File: config.mk
export PLATFORM = sky130hd
export DESIGN_NAME = multi_channel_watchdog_bank_core_flat
export DESIGN_NICKNAME = d
export VERILOG_FILES = /design/src/hw/rtl/mcwdb_pkg.sv /design/src/hw/rtl/mcwdb_if.sv /design/src/hw/rtl/mcwdb_ram.sv /design/src/hw/rtl/mcwdb_ctrl.sv /design/src/hw/rtl/mcwdb_dp.sv /design/src/hw/rtl/multi_channel_watchdog_bank_core.sv /design/src/flat_wrapper.sv
export VERILOG_INCLUDE_DIRS = /design/src /design/src/hw/rtl
export SDC_FILE = /design/constraint.sdc
export NUM_CORES = 1
export LEC_CHECK = 0
export BUFFER_PORTS_ARGS = -buffer_cell sky130_fd_sc_hd__buf_2
export CAP_MARGIN = 0
export CELL_PAD_IN_SITES_DETAIL_PLACEMENT = 1
export CELL_PAD_IN_SITES_GLOBAL_PLACEMENT = 2
export CORE_MARGIN = 5
export CORE_UTILIZATION = 47
export CTS_CLUSTER_DIAMETER = 150
export DETAILED_ROUTE_END_ITERATION = 12
export GPL_ROUTABILITY_DRIVEN = 0
export PLACE_DENSITY_LB_ADDON = 0.1
export SYNTH_ARGS = -nofsm -noshare
export SYNTH_HDL_FRONTEND = slang
export SYNTH_HIERARCHICAL = 1
export SYNTH_SLANG_ARGS = --single-unit
File: constraint.sdc
create_clock -name clk -period 7.82 [get_ports clk]
set_input_delay 1.564 -clock clk [delete_from_list [all_inputs] [get_ports clk]]
set_output_delay 1.564 -clock clk [all_outputs]
set_load 0.02 [all_outputs]
File: src/hw/rtl/multi_channel_watchdog_bank_core_assert.svh
// assertion macros shared by the watchdog bank rtl
// no dependencies; included by the files that carry assertions
`ifndef MULTI_CHANNEL_WATCHDOG_BANK_CORE_ASSERT_SVH
`define MULTI_CHANNEL_WATCHDOG_BANK_CORE_ASSERT_SVH

// consequent checked in the same cycle as the antecedent
`define MCWDB_ASSERT_SAME(label, clk, rst, ante, cons, msg) \
  label: assert property (@(posedge clk) disable iff (rst) (ante) |-> (cons)) \
    else $error(msg);

// consequent checked in the cycle after the antecedent
`define MCWDB_ASSERT_NEXT(label, clk, rst, ante, cons, msg) \
  label: assert property (@(posedge clk) disable iff (rst) (ante) |=> (cons)) \
    else $error(msg);

`endif

File: src/hw/rtl/mcwdb_pkg.sv
// types, codes and sizes of the multi-channel watchdog bank
// no dependencies; used by the interfaces, controller, datapath and core
package mcwdb_pkg;

  // table size and derived widths
  localparam int CHANNELS    = 16;
  localparam int CH_W        = (CHANNELS > 1) ? $clog2(CHANNELS) : 1;
  localparam int MAX_RESULTS = 16;
  localparam int REP_W       = $clog2(MAX_RESULTS + 1);

  // payload field widths
  localparam int FUNC_W    = 3;
  localparam int SLOT_W    = 4;
  localparam int TIMEOUT_W = 16;
  localparam int STATUS_W  = 2;
  localparam int TIME_W    = 32;

  // configuration port
  localparam int CFG_IDX_W  = 1;
  localparam int CFG_DATA_W = 8;
  localparam logic [CFG_IDX_W-1:0] REG_SCAN_INTERVAL = 1'd0;
  localparam logic [CFG_IDX_W-1:0] REG_FIRST_DELAY   = 1'd1;
  localparam logic [CFG_DATA_W-1:0] SCAN_INTERVAL_RST = 8'd2;
  localparam logic [CFG_DATA_W-1:0] FIRST_DELAY_RST   = 8'd4;

  // request function codes
  localparam logic [FUNC_W-1:0] FUNC_TICK   = 3'd0;
  localparam logic [FUNC_W-1:0] FUNC_CREATE = 3'd1;
  localparam logic [FUNC_W-1:0] FUNC_KICK   = 3'd2;
  localparam logic [FUNC_W-1:0] FUNC_START  = 3'd3;
  localparam logic [FUNC_W-1:0] FUNC_STOP   = 3'd4;
  localparam logic [FUNC_W-1:0] FUNC_REMOVE = 3'd5;

  // result codes
  localparam logic KIND_ACK     = 1'b0;
  localparam logic KIND_EXPIRED = 1'b1;
  localparam logic [STATUS_W-1:0] ST_OK      = 2'd0;
  localparam logic [STATUS_W-1:0] ST_NO_CHAN = 2'd1;
  localparam logic [STATUS_W-1:0] ST_FULL    = 2'd2;

  // one request
  typedef struct packed {
    logic [FUNC_W-1:0]    func;
    logic [SLOT_W-1:0]    slot;
    logic [TIMEOUT_W-1:0] timeout;
    logic                 start_now;
  } item_t;

  // one result
  typedef struct packed {
    logic                kind;
    logic [SLOT_W-1:0]   out_slot;
    logic [STATUS_W-1:0] status;
    logic                last;
  } res_t;

  // controller to datapath commands
  typedef struct packed {
    logic capture;
    logic exec_tick;
    logic exec_cmd;
    logic scan_init;
    logic scan_step;
    logic flush;
  } ctl_cmd_t;

  // datapath to controller status
  typedef struct packed {
    logic [FUNC_W-1:0] func;
    logic              scan_due;
    logic              hit;
    logic              pend_valid;
    logic              out_free;
    logic              scan_end;
  } dp_stat_t;

endpackage

File: src/hw/rtl/mcwdb_if.sv
// valid/ready channel interfaces for requests and results
// depends on mcwdb_pkg for field widths
interface mcwdb_req_if;
  logic                               valid;
  logic                               ready;
  logic [mcwdb_pkg::FUNC_W-1:0]       func;
  logic [mcwdb_pkg::SLOT_W-1:0]       slot;
  logic [mcwdb_pkg::TIMEOUT_W-1:0]    timeout;
  logic                               start_now;

  modport source (output valid, func, slot, timeout, start_now, input ready);
  modport sink   (input valid, func, slot, timeout, start_now, output ready);
endinterface

interface mcwdb_res_if;
  logic                               valid;
  logic                               ready;
  logic                               kind;
  logic [mcwdb_pkg::SLOT_W-1:0]       out_slot;
  logic [mcwdb_pkg::STATUS_W-1:0]     status;
  logic                               last;

  modport source (output valid, kind, out_slot, status, last, input ready);
  modport sink   (input valid, kind, out_slot, status, last, output ready);
endinterface

File: src/hw/rtl/mcwdb_ram.sv
// generic single-write, single-read ram with registered read data
// no dependencies
module mcwdb_ram #(
  parameter int WIDTH = 8,
  parameter int DEPTH = 16
) (
  input  logic                                          clk,
  input  logic                                          we,
  input  logic [((DEPTH > 1) ? $clog2(DEPTH) : 1)-1:0] waddr,
  input  logic [WIDTH-1:0]                              wdata,
  input  logic [((DEPTH > 1) ? $clog2(DEPTH) : 1)-1:0] raddr,
  output logic [WIDTH-1:0]                              rdata
);

  logic [WIDTH-1:0] mem [DEPTH];

  // write port and registered read port
  always_ff @(posedge clk) begin
    if (we) begin
      mem[waddr] <= wdata;
    end
    rdata <= mem[raddr];
  end

endmodule

File: src/hw/rtl/mcwdb_ctrl.sv
// controller state machine of the watchdog bank
// depends on mcwdb_pkg; drives the datapath through ctl_cmd_t
module mcwdb_ctrl (
  input  logic                clk,
  input  logic                rst,
  input  logic                req_valid,
  output logic                req_ready,
  input  mcwdb_pkg::dp_stat_t stat,
  output mcwdb_pkg::ctl_cmd_t cmd
);
  import mcwdb_pkg::*;

  localparam logic [2:0] S_IDLE  = 3'd0;
  localparam logic [2:0] S_EXEC  = 3'd1;
  localparam logic [2:0] S_PRIME = 3'd2;
  localparam logic [2:0] S_SCAN  = 3'd3;
  localparam logic [2:0] S_FLUSH = 3'd4;

  logic [2:0] state;
  logic [2:0] state_next;

  // state register
  always_ff @(posedge clk) begin
    if (rst) begin
      state <= S_IDLE;
    end else begin
      state <= state_next;
    end
  end

  assign req_ready = (state == S_IDLE);

  // next state and commands
  always_comb begin
    state_next = state;
    cmd        = '0;
    case (state)
      S_IDLE: begin
        if (req_valid) begin
          cmd.capture = 1'b1;
          state_next  = S_EXEC;
        end
      end
      S_EXEC: begin
        case (stat.func)
          FUNC_TICK: begin
            cmd.exec_tick = 1'b1;
            state_next    = stat.scan_due ? S_PRIME : S_IDLE;
          end
          FUNC_CREATE, FUNC_KICK, FUNC_START, FUNC_STOP, FUNC_REMOVE: begin
            // acknowledgement needs room in the result register
            if (stat.out_free) begin
              cmd.exec_cmd = 1'b1;
              state_next   = S_IDLE;
            end
          end
          default: begin
            state_next = S_IDLE;
          end
        endcase
      end
      S_PRIME: begin
        cmd.scan_init = 1'b1;
        state_next    = S_SCAN;
      end
      S_SCAN: begin
        // hold the walk while a held report cannot move on
        if (!(stat.hit && stat.pend_valid && !stat.out_free)) begin
          cmd.scan_step = 1'b1;
          if (stat.scan_end) begin
            state_next = S_FLUSH;
          end
        end
      end
      S_FLUSH: begin
        if (!stat.pend_valid) begin
          state_next = S_IDLE;
        end else if (stat.out_free) begin
          cmd.flush  = 1'b1;
          state_next = S_IDLE;
        end
      end
      default: begin
        state_next = S_IDLE;
      end
    endcase
  end

endmodule

File: src/hw/rtl/mcwdb_dp.sv
// datapath of the watchdog bank: channel table, time, scan timer, result register
// depends on mcwdb_pkg, mcwdb_ram and the assertion macro header
`include "multi_channel_watchdog_bank_core_assert.svh"

module mcwdb_dp (
  input  logic                                  clk,
  input  logic                                  rst,
  input  logic                                  cfg_en,
  input  logic [mcwdb_pkg::CFG_IDX_W-1:0]       cfg_index,
  input  logic [mcwdb_pkg::CFG_DATA_W-1:0]      cfg_data,
  input  mcwdb_pkg::item_t                      in_item,
  input  mcwdb_pkg::ctl_cmd_t                   cmd,
  output mcwdb_pkg::dp_stat_t                   stat,
  output logic                                  out_valid,
  input  logic                                  out_ready,
  output mcwdb_pkg::res_t                       out_data
);
  import mcwdb_pkg::*;

  // request held for execution
  item_t item;

  // channel flags, time and scan timer
  logic [CHANNELS-1:0]   valid_bits, valid_bits_next;
  logic [CHANNELS-1:0]   run_bits, run_bits_next;
  logic [TIME_W-1:0]     now_seconds;
  logic                  scan_armed, scan_armed_next;
  logic [CFG_DATA_W-1:0] ticks_to_scan, ticks_to_scan_next;
  logic [CFG_DATA_W-1:0] scan_interval;
  logic [CFG_DATA_W-1:0] first_delay;

  // scan walk
  logic [CH_W-1:0]  cmp_idx;
  logic [CH_W-1:0]  rd_addr;
  logic             pend_valid;
  logic [CH_W-1:0]  pend_slot;
  logic [REP_W-1:0] rep_cnt;
  logic             scan_end;
  logic             hit;
  logic [TIME_W-1:0]    elapsed;
  logic [TIMEOUT_W-1:0] tmo_q;
  logic [TIME_W-1:0]    kick_q;

  // command decode
  logic [CH_W-1:0] slot_idx;
  logic            exists;
  logic            free_found;
  logic [CH_W-1:0] free_idx;
  logic            is_create;
  logic            create_ok;
  logic            tmo_we;
  logic            kick_we;
  logic [CH_W-1:0] kick_waddr;

  // result register
  logic out_load;
  res_t out_next;
  logic out_free;
  logic [5:0] cmd_bits;

  // capture the request
  always_ff @(posedge clk) begin
    if (cmd.capture) begin
      item <= in_item;
    end
  end

  // addressed channel and lowest free channel
  assign slot_idx = CH_W'(item.slot);
  assign exists   = (int'(item.slot) < CHANNELS) && valid_bits[slot_idx];

  always_comb begin
    free_found = 1'b0;
    free_idx   = '0;
    for (int i = CHANNELS - 1; i >= 0; i--) begin
      if (!valid_bits[i]) begin
        free_found = 1'b1;
        free_idx   = CH_W'(i);
      end
    end
  end

  assign is_create  = (item.func == FUNC_CREATE);
  assign create_ok  = cmd.exec_cmd && is_create && free_found;
  assign tmo_we     = create_ok;
  assign kick_we    = create_ok || (cmd.exec_cmd && (item.func == FUNC_KICK) && exists);
  assign kick_waddr = is_create ? free_idx : slot_idx;

  // channel flags and scan timer update
  always_comb begin
    logic [CHANNELS-1:0] clr_mask;
    clr_mask           = '0;
    valid_bits_next    = valid_bits;
    run_bits_next      = run_bits;
    scan_armed_next    = scan_armed;
    ticks_to_scan_next = ticks_to_scan;
    if (cmd.exec_tick && scan_armed) begin
      if (ticks_to_scan > CFG_DATA_W'(1)) begin
        ticks_to_scan_next = ticks_to_scan - CFG_DATA_W'(1);
      end else begin
        ticks_to_scan_next = scan_interval;
      end
    end
    if (cmd.exec_cmd) begin
      case (item.func)
        FUNC_CREATE: begin
          if (free_found) begin
            valid_bits_next[free_idx] = 1'b1;
            run_bits_next[free_idx]   = item.start_now;
            if (item.start_now && !scan_armed) begin
              scan_armed_next    = 1'b1;
              ticks_to_scan_next = first_delay;
            end
          end
        end
        FUNC_START: begin
          if (exists) begin
            run_bits_next[slot_idx] = 1'b1;
          end
          if (!scan_armed) begin
            scan_armed_next    = 1'b1;
            ticks_to_scan_next = first_delay;
          end
        end
        FUNC_STOP: begin
          if (exists) begin
            run_bits_next[slot_idx] = 1'b0;
          end
        end
        FUNC_REMOVE: begin
          if (exists) begin
            clr_mask[slot_idx] = 1'b1;
          end
          valid_bits_next = valid_bits & ~clr_mask;
          run_bits_next   = run_bits & ~clr_mask;
          // empty table disarms scanning
          if (valid_bits_next == '0) begin
            scan_armed_next = 1'b0;
          end
        end
        default: begin
        end
      endcase
    end
  end

  // state registers and configuration writes
  always_ff @(posedge clk) begin
    if (rst) begin
      valid_bits    <= '0;
      run_bits      <= '0;
      now_seconds   <= '0;
      scan_armed    <= 1'b0;
      ticks_to_scan <= '0;
      scan_interval <= SCAN_INTERVAL_RST;
      first_delay   <= FIRST_DELAY_RST;
    end else begin
      valid_bits    <= valid_bits_next;
      run_bits      <= run_bits_next;
      scan_armed    <= scan_armed_next;
      ticks_to_scan <= ticks_to_scan_next;
      if (cmd.exec_tick) begin
        now_seconds <= now_seconds + TIME_W'(1);
      end
      if (cfg_en) begin
        case (cfg_index)
          REG_SCAN_INTERVAL: scan_interval <= cfg_data;
          REG_FIRST_DELAY:   first_delay   <= cfg_data;
          default: begin
          end
        endcase
      end
    end
  end

  // timeout and last kick stores
  mcwdb_ram #(.WIDTH(TIMEOUT_W), .DEPTH(CHANNELS)) u_tmo_ram (
    .clk   (clk),
    .we    (tmo_we),
    .waddr (free_idx),
    .wdata (item.timeout),
    .raddr (rd_addr),
    .rdata (tmo_q)
  );

  mcwdb_ram #(.WIDTH(TIME_W), .DEPTH(CHANNELS)) u_kick_ram (
    .clk   (clk),
    .we    (kick_we),
    .waddr (kick_waddr),
    .wdata (now_seconds),
    .raddr (rd_addr),
    .rdata (kick_q)
  );

  // scan walk: read address runs one entry ahead of the compare
  assign scan_end = (cmp_idx == CH_W'(CHANNELS - 1));

  always_comb begin
    if (cmd.scan_init) begin
      rd_addr = '0;
    end else if (cmd.scan_step && !scan_end) begin
      rd_addr = cmp_idx + CH_W'(1);
    end else begin
      rd_addr = cmp_idx;
    end
  end

  // expiry test on the entry under compare, modular elapsed time
  assign elapsed = now_seconds - kick_q;
  assign hit     = valid_bits[cmp_idx] && run_bits[cmp_idx] &&
                   (elapsed > TIME_W'(tmo_q)) && (rep_cnt < REP_W'(MAX_RESULTS));

  always_ff @(posedge clk) begin
    if (rst) begin
      pend_valid <= 1'b0;
      rep_cnt    <= '0;
      cmp_idx    <= '0;
    end else if (cmd.scan_init) begin
      pend_valid <= 1'b0;
      rep_cnt    <= '0;
      cmp_idx    <= '0;
    end else if (cmd.scan_step) begin
      if (hit) begin
        pend_valid <= 1'b1;
        rep_cnt    <= rep_cnt + REP_W'(1);
      end
      if (!scan_end) begin
        cmp_idx <= cmp_idx + CH_W'(1);
      end
    end else if (cmd.flush) begin
      pend_valid <= 1'b0;
    end
  end

  always_ff @(posedge clk) begin
    if (cmd.scan_step && hit) begin
      pend_slot <= cmp_idx;
    end
  end

  // result register source selection
  always_comb begin
    out_load = 1'b0;
    out_next = '0;
    if (cmd.exec_cmd) begin
      out_load      = 1'b1;
      out_next.kind = KIND_ACK;
      out_next.last = 1'b1;
      if (is_create) begin
        out_next.out_slot = free_found ? SLOT_W'(free_idx) : '0;
        out_next.status   = free_found ? ST_OK : ST_FULL;
      end else begin
        out_next.out_slot = item.slot;
        out_next.status   = exists ? ST_OK : ST_NO_CHAN;
      end
    end else if ((cmd.scan_step && hit && pend_valid) || cmd.flush) begin
      // held report leaves once the next hit or the end of the walk is known
      out_load          = 1'b1;
      out_next.kind     = KIND_EXPIRED;
      out_next.out_slot = SLOT_W'(pend_slot);
      out_next.status   = ST_OK;
      out_next.last     = cmd.flush;
    end
  end

  always_ff @(posedge clk) begin
    if (rst) begin
      out_valid <= 1'b0;
    end else if (out_load) begin
      out_valid <= 1'b1;
    end else if (out_ready) begin
      out_valid <= 1'b0;
    end
  end

  always_ff @(posedge clk) begin
    if (out_load) begin
      out_data <= out_next;
    end
  end

  assign out_free = !out_valid || out_ready;

  // status to the controller
  assign stat.func       = item.func;
  assign stat.scan_due   = scan_armed && (ticks_to_scan <= CFG_DATA_W'(1));
  assign stat.hit        = hit;
  assign stat.pend_valid = pend_valid;
  assign stat.out_free   = out_free;
  assign stat.scan_end   = scan_end;

  assign cmd_bits = cmd;

  // checks
  `MCWDB_ASSERT_SAME(a_out_no_overwrite, clk, rst, out_load, (!out_valid || out_ready), "result register overwritten while waiting")
  `MCWDB_ASSERT_SAME(a_single_cmd, clk, rst, 1'b1, $onehot0(cmd_bits), "more than one datapath command at once")
  `MCWDB_ASSERT_SAME(a_scan_when_armed, clk, rst, cmd.scan_init, scan_armed, "scan started while disarmed")
  `MCWDB_ASSERT_NEXT(a_flush_empties, clk, rst, cmd.flush, !pend_valid, "held report not cleared by flush")

endmodule

File: src/hw/rtl/multi_channel_watchdog_bank_core.sv
// command or plain tick: captured while idle, then executed; a command waits for room in the result register
// and its acknowledgement is registered there; a plain tick gives no result
// tick that scans: one table entry a cycle through the ram read port, while no report waits on a full result register
// reports wait on a full result register; requests are taken while a result waits
// synchronous reset clears channel flags, time and scan state, registers to 2 and 4;
// timeout and kick stores are not cleared and need no clearing pass
module multi_channel_watchdog_bank_core (
  input  logic                                  clk,
  input  logic                                  rst,
  input  logic                                  cfg_en,
  input  logic [mcwdb_pkg::CFG_IDX_W-1:0]       cfg_index,
  input  logic [mcwdb_pkg::CFG_DATA_W-1:0]      cfg_data,
  mcwdb_req_if.sink                             request,
  mcwdb_res_if.source                           result
);
  import mcwdb_pkg::*;

  ctl_cmd_t cmd;
  dp_stat_t stat;
  item_t    in_item;
  res_t     out_data;
  logic     out_valid;
  logic     req_ready;

  // request payload
  assign in_item.func      = request.func;
  assign in_item.slot      = request.slot;
  assign in_item.timeout   = request.timeout;
  assign in_item.start_now = request.start_now;
  assign request.ready     = req_ready;

  mcwdb_ctrl u_ctrl (
    .clk       (clk),
    .rst       (rst),
    .req_valid (request.valid),
    .req_ready (req_ready),
    .stat      (stat),
    .cmd       (cmd)
  );

  mcwdb_dp u_dp (
    .clk       (clk),
    .rst       (rst),
    .cfg_en    (cfg_en),
    .cfg_index (cfg_index),
    .cfg_data  (cfg_data),
    .in_item   (in_item),
    .cmd       (cmd),
    .stat      (stat),
    .out_valid (out_valid),
    .out_ready (result.ready),
    .out_data  (out_data)
  );

  // result channel
  assign result.valid    = out_valid;
  assign result.kind     = out_data.kind;
  assign result.out_slot = out_data.out_slot;
  assign result.status   = out_data.status;
  assign result.last     = out_data.last;

endmodule

File: src/flat_wrapper.sv
// flat-port wrapper written by rule: the top's interface ports become plain ports
module multi_channel_watchdog_bank_core_flat import mcwdb_pkg::*;
  (clk, rst, cfg_en, cfg_index, cfg_data, request_valid, request_func, request_slot, request_timeout, request_start_now, request_ready, result_valid, result_kind, result_out_slot, result_status, result_last, result_ready);
  mcwdb_req_if request_i ();
  mcwdb_res_if result_i ();
  input  logic clk;
  input  logic rst;
  input  logic cfg_en;
  input  logic [mcwdb_pkg::CFG_IDX_W-1:0] cfg_index;
  input  logic [mcwdb_pkg::CFG_DATA_W-1:0] cfg_data;
  input wire logic [$bits(request_i.valid)-1:0] request_valid;
  input wire logic [$bits(request_i.func)-1:0] request_func;
  input wire logic [$bits(request_i.slot)-1:0] request_slot;
  input wire logic [$bits(request_i.timeout)-1:0] request_timeout;
  input wire logic [$bits(request_i.start_now)-1:0] request_start_now;
  output wire logic [$bits(request_i.ready)-1:0] request_ready;
  output wire logic [$bits(result_i.valid)-1:0] result_valid;
  output wire logic [$bits(result_i.kind)-1:0] result_kind;
  output wire logic [$bits(result_i.out_slot)-1:0] result_out_slot;
  output wire logic [$bits(result_i.status)-1:0] result_status;
  output wire logic [$bits(result_i.last)-1:0] result_last;
  input wire logic [$bits(result_i.ready)-1:0] result_ready;
  assign request_i.valid = request_valid;
  assign request_i.func = request_func;
  assign request_i.slot = request_slot;
  assign request_i.timeout = request_timeout;
  assign request_i.start_now = request_start_now;
  assign request_ready = request_i.ready;
  assign result_valid = result_i.valid;
  assign result_kind = result_i.kind;
  assign result_out_slot = result_i.out_slot;
  assign result_status = result_i.status;
  assign result_last = result_i.last;
  assign result_i.ready = result_ready;
  multi_channel_watchdog_bank_core u_core (.clk(clk), .rst(rst), .cfg_en(cfg_en), .cfg_index(cfg_index), .cfg_data(cfg_data), .request(request_i), .result(result_i));
endmodule
==> results of run 1 <==
==> worst max-delay path by stage <==
| stage | from | endpoint | depth (start not counted) |
|---|---|---|---|
| after detailed placement | u_core/u_dp/now_seconds[0] | u_core/u_dp/u_kick_ram/rdata[3] | 28 |
| after CTS | u_core/u_dp/now_seconds[0] | u_core/u_dp/u_kick_ram/rdata[3] | 28 |
| after global routing | u_core/u_dp/now_seconds[0] | u_core/u_dp/u_kick_ram/rdata[3] | 28 |
| after floorplan | u_core/u_dp/now_seconds[0] | u_core/u_dp/u_kick_ram/rdata[30] | 30 |
| after global placement | u_core/u_dp/now_seconds[0] | u_core/u_dp/u_kick_ram/rdata[3] | 29 |
| final | u_core/u_dp/now_seconds[0] | u_core/u_dp/u_kick_ram/rdata[3] | 28 |
==> cell usage in the layout (no fill, tap or decap), types with 40 or more instances in the layout <==
| cell | count |
|---|---|
| dfxtp_1 | 151 |
| a21oi_1 | 138 |
| o21ai_0 | 65 |
| nor3_1 | 40 |
| edfxtp_1 | 804 |
| inv_1 | 63 |
| mux4_2 | 187 |
| clkbuf_16 | 101 |
| ha_1 | 52 |
| buf_4 | 68 |
| nor2_1 | 114 |
| nand2_1 | 210 |
| a22oi_1 | 102 |
| buf_2 | 46 |
==> stage by stage <==
stage               power [mW]   util  hold slack (ns)
global placement          5.77  0.494            0.447
detailed placement        5.78  0.494            0.453
global route              10.8  0.534            0.463
floorplan                 5.71      -            0.426
CTS                       10.5  0.533            0.447
finish                    10.4  0.534            0.446
==> timing repair <==
item | CTS | global route
endpoints found under the setup margin | 0 | 1
gates resized for setup | 0 | 1
hold buffers | 0 | 0
setup buffers | 0 | 1
==> final cells by class <==
class	instances	area (sq um)
well taps	1080	1350
multi-input cells	1341	11600
clock inverters	44	546
repair buffers	124	953
flip-flops and latches	955	27200
fillers	7792	38900
inverters	64	240
clock buffers	144	2780
==> cells by family after synthesis <==
kind of cell    Yosys count
flops                   955
simple gates            584
compound gates          452
mux                     205
buf+inv                 200
fa+ha+maj                53
xor+xnor                 47
==> power breakdown <==
part           switching [mW]  total [mW]  leakage [nW]  internal [mW]
sequential             0.0381        5.53          8.63           5.50
clock                    1.99        4.75          1.60           2.75
combinational          0.0957       0.136          4.41         0.0404
total                    2.13        10.4          14.6           8.29
==> routing by layer <==
metal	vias to the layer above	global-route usage	part of all wire
met2	618	0.396	0.50
met5	-	0	0
met4	0	0.0601	0.024
li1	10000	-	-
met1	12200	0.318	0.43
met3	152	0.0303	0.047
==> registers in the layout, summed over array words and instances (netlist names), 5 cells and up, named ones only <==
signal	cells
u_core/u_dp/u_kick_ram/mem	512
u_core/u_dp/u_tmo_ram/mem	256
u_core/u_dp/now_seconds	32
u_core/u_dp/u_kick_ram/rdata	32
u_core/u_dp/item	17
u_core/u_dp/u_tmo_ram/rdata	16
u_core/u_dp/valid_bits	16
u_core/u_dp/first_delay	8
u_core/u_dp/out_data	8
u_core/u_dp/scan_interval	8
u_core/u_dp/ticks_to_scan	8
u_core/u_dp/rep_cnt	5
==> worst max-delay path, delay by kind of cell (launching register included) <==
kind / cells / cell delay, ns
compound gates: 7 / 1.46
mux: 1 / 0.55
buf+inv: 3 / 0.54
fa+ha+maj: 3 / 0.96
flops: 1 / 0.33
xor+xnor: 2 / 0.34
simple gates: 12 / 2.86
==> results.md, run 1 <==
* Number of enable flip-flop cells after synthesis at around 800
* Clock insertion delay at the later pin of the skew report at just under 0.7 ns
* Main combinational cell family by area after synthesis: multiplexers
* Maximum vdd ir drop at around 0.00023 V
* Placed cell areas at 0.0412 sq mm
* GRT Overall Usage at 0.232
* Slowest stage delay, CP at approximately 0.6 ns
* First-pass GRT wire length at between 150 and 200 mm
* Number of rows in the core area at 106
* Cells after Synth at about 2,500
* Number of distinct standard cells referenced by the synthesized netlist at a little over 80
* Source of the worst register-to-register timing path: u_core/u_dp/now_seconds[0]
* CTS clock-pin slew for the worst setup and hold paths at ~0.060 ns
* Register area share after synthesis at 0.688
* TritonCTS Buffers at 100
* Grt total ovfl at 0
* Transition time at the pin with the least slew margin at 1.19 ns
* Starting Density at 0.473
* Via Count at between 20,000 and 25,000
* Reported max-cap violation count at 0
* Critical path arrival at 7.74 ns
* Maximum number of pins on one net before global-route repair at 65
* Die Y at 300 um
* Most instantiated cells after synthesis: edfxtp_1, nand2_1, mux4_2
* Max-slew violation count at 0
* Synth Area in Compound Gates at 0.0759
* Final routed wire length divided by cell count at 28.1 um
* Die width at about 300 um
* Initial antenna violation count at 0
* Core ar. at 0.0836 sq mm
* Vias per cell at 6.14
* Area share of fa/ha/maj cells after synthesis at 0.0170
* Cell total after placement at around 3,600
* Largest cells by area after synthesis: edfxtp_1, mux4_2, dfxtp_1
* Pre-CTS setup slack at between 0.4 and 0.5 ns
* Most area-hungry cell type in the Yosys netlist: edfxtp_1
* CP most frequent cell: a21oi_1
* H-tree depth at 3
* Final std cell area, no fill at about 0.045 sq mm
* Worst Hold Launch: u_core/u_dp/first_delay[5]
* Final hold violation count at 0
* Diodes inserted at 0
* End of the worst register-to-register path: u_core/u_dp/u_kick_ram/rdata[3]
* Clock sink count at ~960
* Required time of the critical path at 8.31 ns
* Multiplexer share of the synthesized area at 0.115
* Most used flip-flop cell after synthesis: edfxtp_1
* HPWL after DPL at between 60 and 70 mm
* Post-Layout Cell Count at roughly 3,800
* Synthesized Nets at 2,587
* Minimum clock period at around 7.2 ns
* Flop and latch count out of synthesis at 955
* Most common cell in the netlist: edfxtp_1
* RSZ-0062 raised after global routing: false
* ANT nets after route at 0
* Worst setup EP type: register
* Pre-Repair DR Iteration Count at 5
* Total Wirelength at about 110 mm
* IO Pins at 48
* Worst Hold Endpoint: u_core/u_dp/ticks_to_scan[5]
* Crit path setup slack, layout at roughly 0.57 ns
* Count of final setup violators at 0
* Share of cells above drive strength 1 at 0.195
* Post-Synthesis Cell Area at between 0.03 and 0.04 sq mm
* Basic-gate share of the synthesized area counting and, or, nand and nor cells at 0.0690
* Growth of design area from synthesis to finish at 13.0%
* Startpoint type of the worst setup path: register
* Max clock buf depth at 3
* Total Nets Final at between 2,000 and 3,000
* Critical path type: reg2reg
* Hold Path Cell Cnt at 2
* Critical path fanouts, max at 25
* Avg Synthesized Cell Area at about 16 sq um
* Cell area power density at approximately 230 mW/mm^2
* Post-synthesis xor/xnor area fraction at 0.0104
* Master of the slowest instance on the critical path: or4_4
* Port-buffer cells at between 40 and 50
* Hold WC Path Type: reg2reg
* Relative slew slack at 0.206
* Setup slack of the most critical reg-to-reg path at between 0.5 and 0.6 ns
* Length in cells of the worst reg-to-reg path at 28
* Die ar. at ~0.09 sq mm
* Starting DRT DRC Count at 1,621
* Maximum achievable frequency at between 100 and 150 MHz
* CTS root buf: clkbuf_16
* Share of the synthesized area in the top cell type at 0.611
* Vias in the first global route at about 24,000
* Share of synthesized registers carrying an async set or reset at 0
* Setup total negative slack at 0 ns
* Worst setup skew after layout at 0.0386 ns
* Count of yosys warnings during synthesis at 6
* Outcome: finished clean
* DR DRC count at 0
* Final period util at 0.927
* Clock tree from TritonCTS: done
* Leakage power summed over all cells at between 10 and 15 nW
Power figures use the tool's default switching activity.
==> inputs of run 2 (changes only) <==
--- a/config.mk
+++ b/config.mk
@@ -6,15 +6,16 @@
 export SDC_FILE = /design/constraint.sdc
 export NUM_CORES = 1
 export LEC_CHECK = 0
-export BUFFER_PORTS_ARGS = -buffer_cell sky130_fd_sc_hd__buf_2
 export CAP_MARGIN = 0
 export CELL_PAD_IN_SITES_DETAIL_PLACEMENT = 1
 export CELL_PAD_IN_SITES_GLOBAL_PLACEMENT = 2
 export CORE_MARGIN = 5
-export CORE_UTILIZATION = 47
+export CORE_UTILIZATION = 48
 export CTS_CLUSTER_DIAMETER = 150
 export DETAILED_ROUTE_END_ITERATION = 12
+export DONT_BUFFER_PORTS = 1
 export GPL_ROUTABILITY_DRIVEN = 0
+export GPL_TIMING_DRIVEN = 0
 export PLACE_DENSITY_LB_ADDON = 0.1
 export SYNTH_ARGS = -nofsm -noshare
 export SYNTH_HDL_FRONTEND = slang
==> run 2 against run 1 <==
Against the previous run: register-to-register slack lost 0.25 ns; critical path depth is the same; global-route usage is 1.3 points higher; worst hold slack better by 0.011 ns; die area fell by 2.0%; flip-flop and latch count stayed put; sequential power barely moved; critical endpoint is now u_core/u_dp/u_tmo_ram/rdata[4].
==> results.md, run 2 (same netlist as run 1, synthesis figures left out) <==
* Outcome: finished clean
* Required time of the critical path at 8.36 ns
* Hold WC Path Type: reg2reg
* Final period util at 0.958
* TritonCTS Buffers at just under 100
* Count of final setup violators at 0
* Critical path type: reg2reg
* Maximum vdd ir drop at ~0.00018 V
* RSZ-0062 raised after global routing: false
* Diodes inserted at 0
* Relative slew slack at 0.338
* Starting DRT DRC Count at 1,959
* Placed cell areas at about 0.042 sq mm
* Reported max-cap violation count at 0
* Max clock buf depth at 3
* Biggest regs: u_core/u_dp/u_kick_ram/mem (512), u_core/u_dp/u_tmo_ram/mem (256)
* Final routed wire length divided by cell count at around 28 um
* Hold-fix buffer count after cts at 0
* Final std cell area, no fill at about 0.045 sq mm
* Worst setup EP type: register
* Number of rows in the core area at ~110
* Critical path fanouts, max at 21
* Largest register FFs at a little over 500
* Final Hold Slack at approximately 0.46 ns
* Most frequent standard cell in the layout excluding fill and tap cells: edfxtp_1
* Vias per cell at slightly above 6
* Port-buffer cells at 0
* Most used cells in the layout excluding fill and tap cells: edfxtp_1, nand2_1, mux4_2
* Core ar. at 0.0818 sq mm
* Growth of design area from synthesis to finish at 15.2%
* Starting Density at 0.483
* Cell total after placement at 3,613
* IO Pins at between 40 and 50
* HPWL after DPL at between 70 and 80 mm
* CTS clock-pin slew for the worst setup and hold paths at 0.06 ns
* Clock tree from TritonCTS: done
* Via Count at 23,100
* Master of the slowest instance on the critical path: mux4_1
* Maximum achievable frequency at approximately 130 MHz
* Minimum clock period at ~7.5 ns
* Register with the most flip-flops: u_core/u_dp/u_kick_ram/mem
* Initial antenna violation count at 0
* ANT nets after route at 0
* Grt total ovfl at 0
* Post-Layout Cell Count at roughly 3,800
* Final hold violation count at 0
* H-tree depth at 3
* GRT Overall Usage at 0.245
* Startpoint type of the worst setup path: register
* Die Y at roughly 300 um
* Die ar. at between 0.08 and 0.09 sq mm
* Transition time at the pin with the least slew margin at about 1 ns
* Cell area power density at between 200 and 250 mW/mm^2
* Max-slew violation count at 0
* CTS root buf: clkbuf_16
* Maximum number of pins on one net before global-route repair at 23
* Vias in the first global route at between 20,000 and 25,000
* Clock insertion delay at the later pin of the skew report at between 0.6 and 0.7 ns
* Total Wirelength at 108 mm
* Total Nets Final at about 2,700
* Slowest stage delay, CP at just over 0.6 ns
* Worst setup skew after layout at 0.0446 ns
* Critical path arrival at approximately 8 ns
* Leakage power summed over all cells at between 10 and 15 nW
* Setup total negative slack at 0 ns
* First-pass GRT wire length at 163 mm
* Die width at between 200 and 300 um
* Share of cells above drive strength 1 at 0.203
* Clock sink count at ~960
* Pre-Repair DR Iteration Count at 5
* DR DRC count at 0
[run 2: cell types whose count changed in the layout (fill, tap and decap cells not counted), moves of 16 or more]
cell	change
clkbuf_2	+16
buf_2	-36
buf_4	-46
buf_6	+45
clkbuf_1	+38
[run 2: repair_timing]
| item | CTS | global route |
|---|---|---|
| pin swaps | 0 | 2 |
| buffers inserted | 0 | 3 |
| setup endpoints to repair | 48 | 48 |
| gates resized for setup | 64 | 62 |
[run 2: stage by stage]
step,power (mW),setup slack [ns],utilization
after global routing,11.0,0.0156,0.556
final,10.6,0.325,0.556
after CTS,10.7,0.0106,0.553
after global placement,5.77,-1.28,0.499
after detailed placement,5.78,-1.21,0.510
after floorplan,5.71,1.32,-
[run 2: path summary, 6_finish.rpt]
check | end | from | slack, ns | cells after the start
setup / recovery | u_core/u_dp/u_tmo_ram/rdata[4] | u_core/u_dp/now_seconds[5] | 0.32 | 28
setup reg to reg | u_core/u_dp/u_tmo_ram/rdata[4] | u_core/u_dp/now_seconds[5] | 0.32 | 28
hold reg to reg | u_core/u_dp/ticks_to_scan[3] | u_core/u_dp/first_delay[3] | 0.46 | 2
hold / removal | u_core/u_dp/ticks_to_scan[3] | u_core/u_dp/first_delay[3] | 0.46 | 2
[run 2: where the power goes]
part           switching [mW]  internal, mW
clock network            2.01          2.91
registers              0.0381          5.49
logic                   0.101        0.0413
total                    2.15          8.45
[run 2: layer usage]
layer  track usage  vias to the layer above  routed length (um)
met3        0.0383                      181                5400
met5             0                        -                   0
met4        0.0745                        0                3340
met2         0.415                      652               54500
met1         0.330                    12100               45100
li1              -                    10200                   -
[run 2: layout make-up]
cell class                 instances  area [sq um]
multi-input combinational       1341         11600
buffer                           136           872
sequential                       955         27200
inverter                          64           240
clock inverter                    62           795
timing repair buffer              50           774
clock buffer                     125          2650
fill                            7515         36400
tap                             1070          1340
[run 2: worst max-delay path, delay by kind of cell, from the launching register on]
kind                       cells  cell delay, ns
and+or+nand+nor               12            2.62
xor gates and xnor gates       2            0.35
adders and majority gates      2            0.71
AOI/OAI and AO/OA              8            1.93
buffers and inverters          3            0.56
DFF                            1            0.61
muxes                          1            0.62
==> inputs of run 3 (changes only) <==
--- a/config.mk
+++ b/config.mk
@@ -6,12 +6,14 @@
 export SDC_FILE = /design/constraint.sdc
 export NUM_CORES = 1
 export LEC_CHECK = 0
+export ABC_AREA = 1
 export CAP_MARGIN = 0
 export CELL_PAD_IN_SITES_DETAIL_PLACEMENT = 1
 export CELL_PAD_IN_SITES_GLOBAL_PLACEMENT = 2
 export CORE_MARGIN = 5
-export CORE_UTILIZATION = 48
+export CORE_UTILIZATION = 41
 export CTS_CLUSTER_DIAMETER = 150
+export CTS_CLUSTER_SIZE = 16
 export DETAILED_ROUTE_END_ITERATION = 12
 export DONT_BUFFER_PORTS = 1
 export GPL_ROUTABILITY_DRIVEN = 0
==> run 3 against run 2 <==
Against the previous run: synthesized cell count is 96% higher; clock power decreased by 28%; final cell count up 70%; global-route usage increased by 0.20 points; worst hold slack better by 0.023 ns; wire length grew 35%; combinational power up 36%; largest cell class unchanged.
==> results.md, run 3 <==
* Transition time at the pin with the least slew margin at ~1.2 ns
* Diodes inserted at 0
* Starting Density at 0.412
* Core ar. at 0.109 sq mm
* Growth of design area from synthesis to finish at 10.3%
* Most area-hungry cell type in the Yosys netlist: edfxtp_1
* Outcome: finished clean
* Required time of the critical path at around 8.4 ns
* Most common cell in the netlist: nand2_1
* Synthesized Nets at between 4,000 and 5,000
* Maximum vdd ir drop at between 0.00015 and 0.0002 V
* Grt total ovfl at 0
* Number of distinct standard cells referenced by the synthesized netlist at 55
* CTS root buf: clkbuf_16
* Register with the most flip-flops: u_core/u_dp/u_kick_ram/mem
* Critical path arrival at 7.90 ns
* Post-Synthesis Cell Area at 0.0447 sq mm
* Count of yosys warnings during synthesis at 6
* GRT Overall Usage at 0.247
* Clock tree from TritonCTS: done
* Count of final setup violators at 0
* Most used flip-flop cell after synthesis: edfxtp_1
* Flop and latch count out of synthesis at 955
* Max-slew violation count at 0
* Port-buffer cells at 0
* Most used cells in the layout excluding fill and tap cells: nand2_1, inv_1, edfxtp_1
* Final std cell area, no fill at approximately 0.049 sq mm
* Placed cell areas at roughly 0.047 sq mm
* Relative slew slack at 0.212
* Die Y at 340 um
* ANT nets after route at 0
* Post-Layout Cell Count at 6,464
* Count of filler cells inserted in the layout at around 12,000
* Most frequent standard cell in the layout excluding fill and tap cells: nand2_1
* Finished Core Util at 0.455
* Pre-CTS setup slack at -0.316 ns
* Slowest stage delay, CP at 0.55 ns
* HPWL after DPL at between 100 and 150 mm
* Leakage power summed over all cells at around 21 nW
* Max clock buf depth at 3
* CTS clock-pin slew for the worst setup and hold paths at about 0.08 ns
* RSZ-0062 raised after global routing: false
* Total Nets Final at 5,093
* Largest cells by area after synthesis: edfxtp_1, nand2_1, inv_1
* Biggest regs: u_core/u_dp/u_kick_ram/mem (512), u_core/u_dp/u_tmo_ram/mem (256)
* Vias in the first global route at between 30,000 and 40,000
* TritonCTS Buffers at 69
* Worst setup EP type: register
* Hold-fix buffer count after cts at 0
* Clock sink count at around 960
* Starting DRT DRC Count at 2,507
* Die width at about 340 um
* Multi-input combinational cell area at around 0.013 sq mm
* Crit path setup slack, layout at 0.485 ns
* Initial antenna violation count at 3
* Maximum achievable frequency at between 100 and 150 MHz
* Final hold violation count at 0
* Reported max-cap violation count at 0
* Final routed wire length divided by cell count at approximately 23 um
* Maximum number of pins on one net before global-route repair at 27
* Register area share after synthesis at 0.608
* Die ar. at between 0.1 and 0.15 sq mm
* Via Count at approximately 33,000
* IO Pins at 48
* H-tree depth at 3
* Vias per cell at 5.15
* Number of enable flip-flop cells after synthesis at between 800 and 900
* Share of the synthesized area in the top cell type at 0.540
* Cells after Synth at about 4,900
* Critical path type: reg2reg
* Share of cells above drive strength 1 at 0.0721
* Share of synthesized registers carrying an async set or reset at 0
* Clock insertion delay at the later pin of the skew report at between 0.6 and 0.7 ns
* Number of rows in the core area at 121
* Cell area power density at between 150 and 200 mW/mm^2
* Most instantiated cells after synthesis: nand2_1, inv_1, edfxtp_1
* DR DRC count at 0
* Critical path fanouts, max at 18
* First-pass GRT wire length at roughly 210 mm
* Hold WC Path Type: reg2reg
* Final period util at 0.938
* Total Wirelength at 146 mm
* Setup crit start: u_core/u_dp/now_seconds[0]
* Cell total after placement at about 6,300
* Source of the worst register-to-register timing path: u_core/u_dp/now_seconds[0]
* Final Hold Slack at ~0.48 ns
* Worst setup skew after layout at around 0.031 ns
* Master of the slowest instance on the critical path: dfxtp_2
* Register area at ~0.027 sq mm
* Avg Synthesized Cell Area at about 9.1 sq um
* Minimum clock period at around 7.3 ns
* Pre-Repair DR Iteration Count at 5
* Startpoint type of the worst setup path: register
* Worst Hold Launch: u_core/u_dp/cmp_idx[3]
* Largest register FFs at 512
[run 3: changes by cell type after synthesis, moves of 33 or more]
cell and change:
nor2_1 +96, a211oi_1 -33, nand3_1 +624, inv_1 +822, a22oi_1 -101, nand2_1 +1286, mux4_2 -187, buf_2 +52
[run 3: per-layer routing]
metal	GRT usage	up-vias	share of wire
li1	-	15900	-
met1	0.329	16500	0.44
met2	0.424	722	0.48
met3	0.0305	190	0.044
met4	0.0733	2	0.033
met5	0	-	0.000089
[run 3: through the flow]
stage / TNS [ns] / total power, mW
3_3_place_gp: -2.48 / 5.84
3_5_place_dp: -4.62 / 5.85
2_1_floorplan: 0 / 5.76
4_1_cts: 0 / 9.36
5_1_grt: 0 / 9.59
6_report: 0 / 9.26
[run 3: final timing paths]
path / endpoint / slack (ns) / depth (start not counted)
worst max-delay path: u_core/u_dp/u_kick_ram/rdata[9] / 0.48 / 33
worst min-delay path: u_core/u_dp/pend_slot[3] / 0.48 / 0
worst max register to register: u_core/u_dp/u_kick_ram/rdata[9] / 0.48 / 33
worst min register to register: u_core/u_dp/pend_slot[3] / 0.48 / 0
[run 3: worst max-delay path: cells and delay by family (launching register included)]
family,cells,cell delay (ns)
AOI/OAI and AO/OA,2,0.58
xor gates and xnor gates,1,0.13
and+or+nand+nor,21,3.54
DFF,1,0.55
buffers and inverters,6,1.41
adders and majority gates,3,0.99
[run 3: cell type report]
class | instances | share of cell area
Timing Repair Buffer | 33 | 0.0131
Clock inverter | 8 | 0.00261
Multi-Input combinational cell | 2847 | 0.266
Clock buffer | 111 | 0.0382
Tap cell | 1414 | 0.0359
Sequential cell | 955 | 0.551
Inverter | 909 | 0.0692
Buffer | 187 | 0.0240
[run 3: power by group]
group / switching (mW) / internal [mW]
combinational: 0.143 / 0.0495
clock: 1.81 / 1.71
sequential: 0.0490 / 5.50
total: 2.00 / 7.26
[run 3: cells by family (layout without fill, tap and decap cells)]
logic type / after synthesis / after routing / share of synthesized area
xor+xnor: 24 / 24 / 0.00470
compound gates: 268 / 268 / 0.0333
fa+ha+maj: 53 / 53 / 0.0150
simple gates: 2502 / 2502 / 0.237
buf+inv: 1096 / 1248 / 0.103
flops: 955 / 955 / 0.608
[run 3: timing repair]
item	4_1_cts	5_1_grt
setup buffers	0	0
gates resized for setup	5	15
endpoints found under the setup margin	29	42
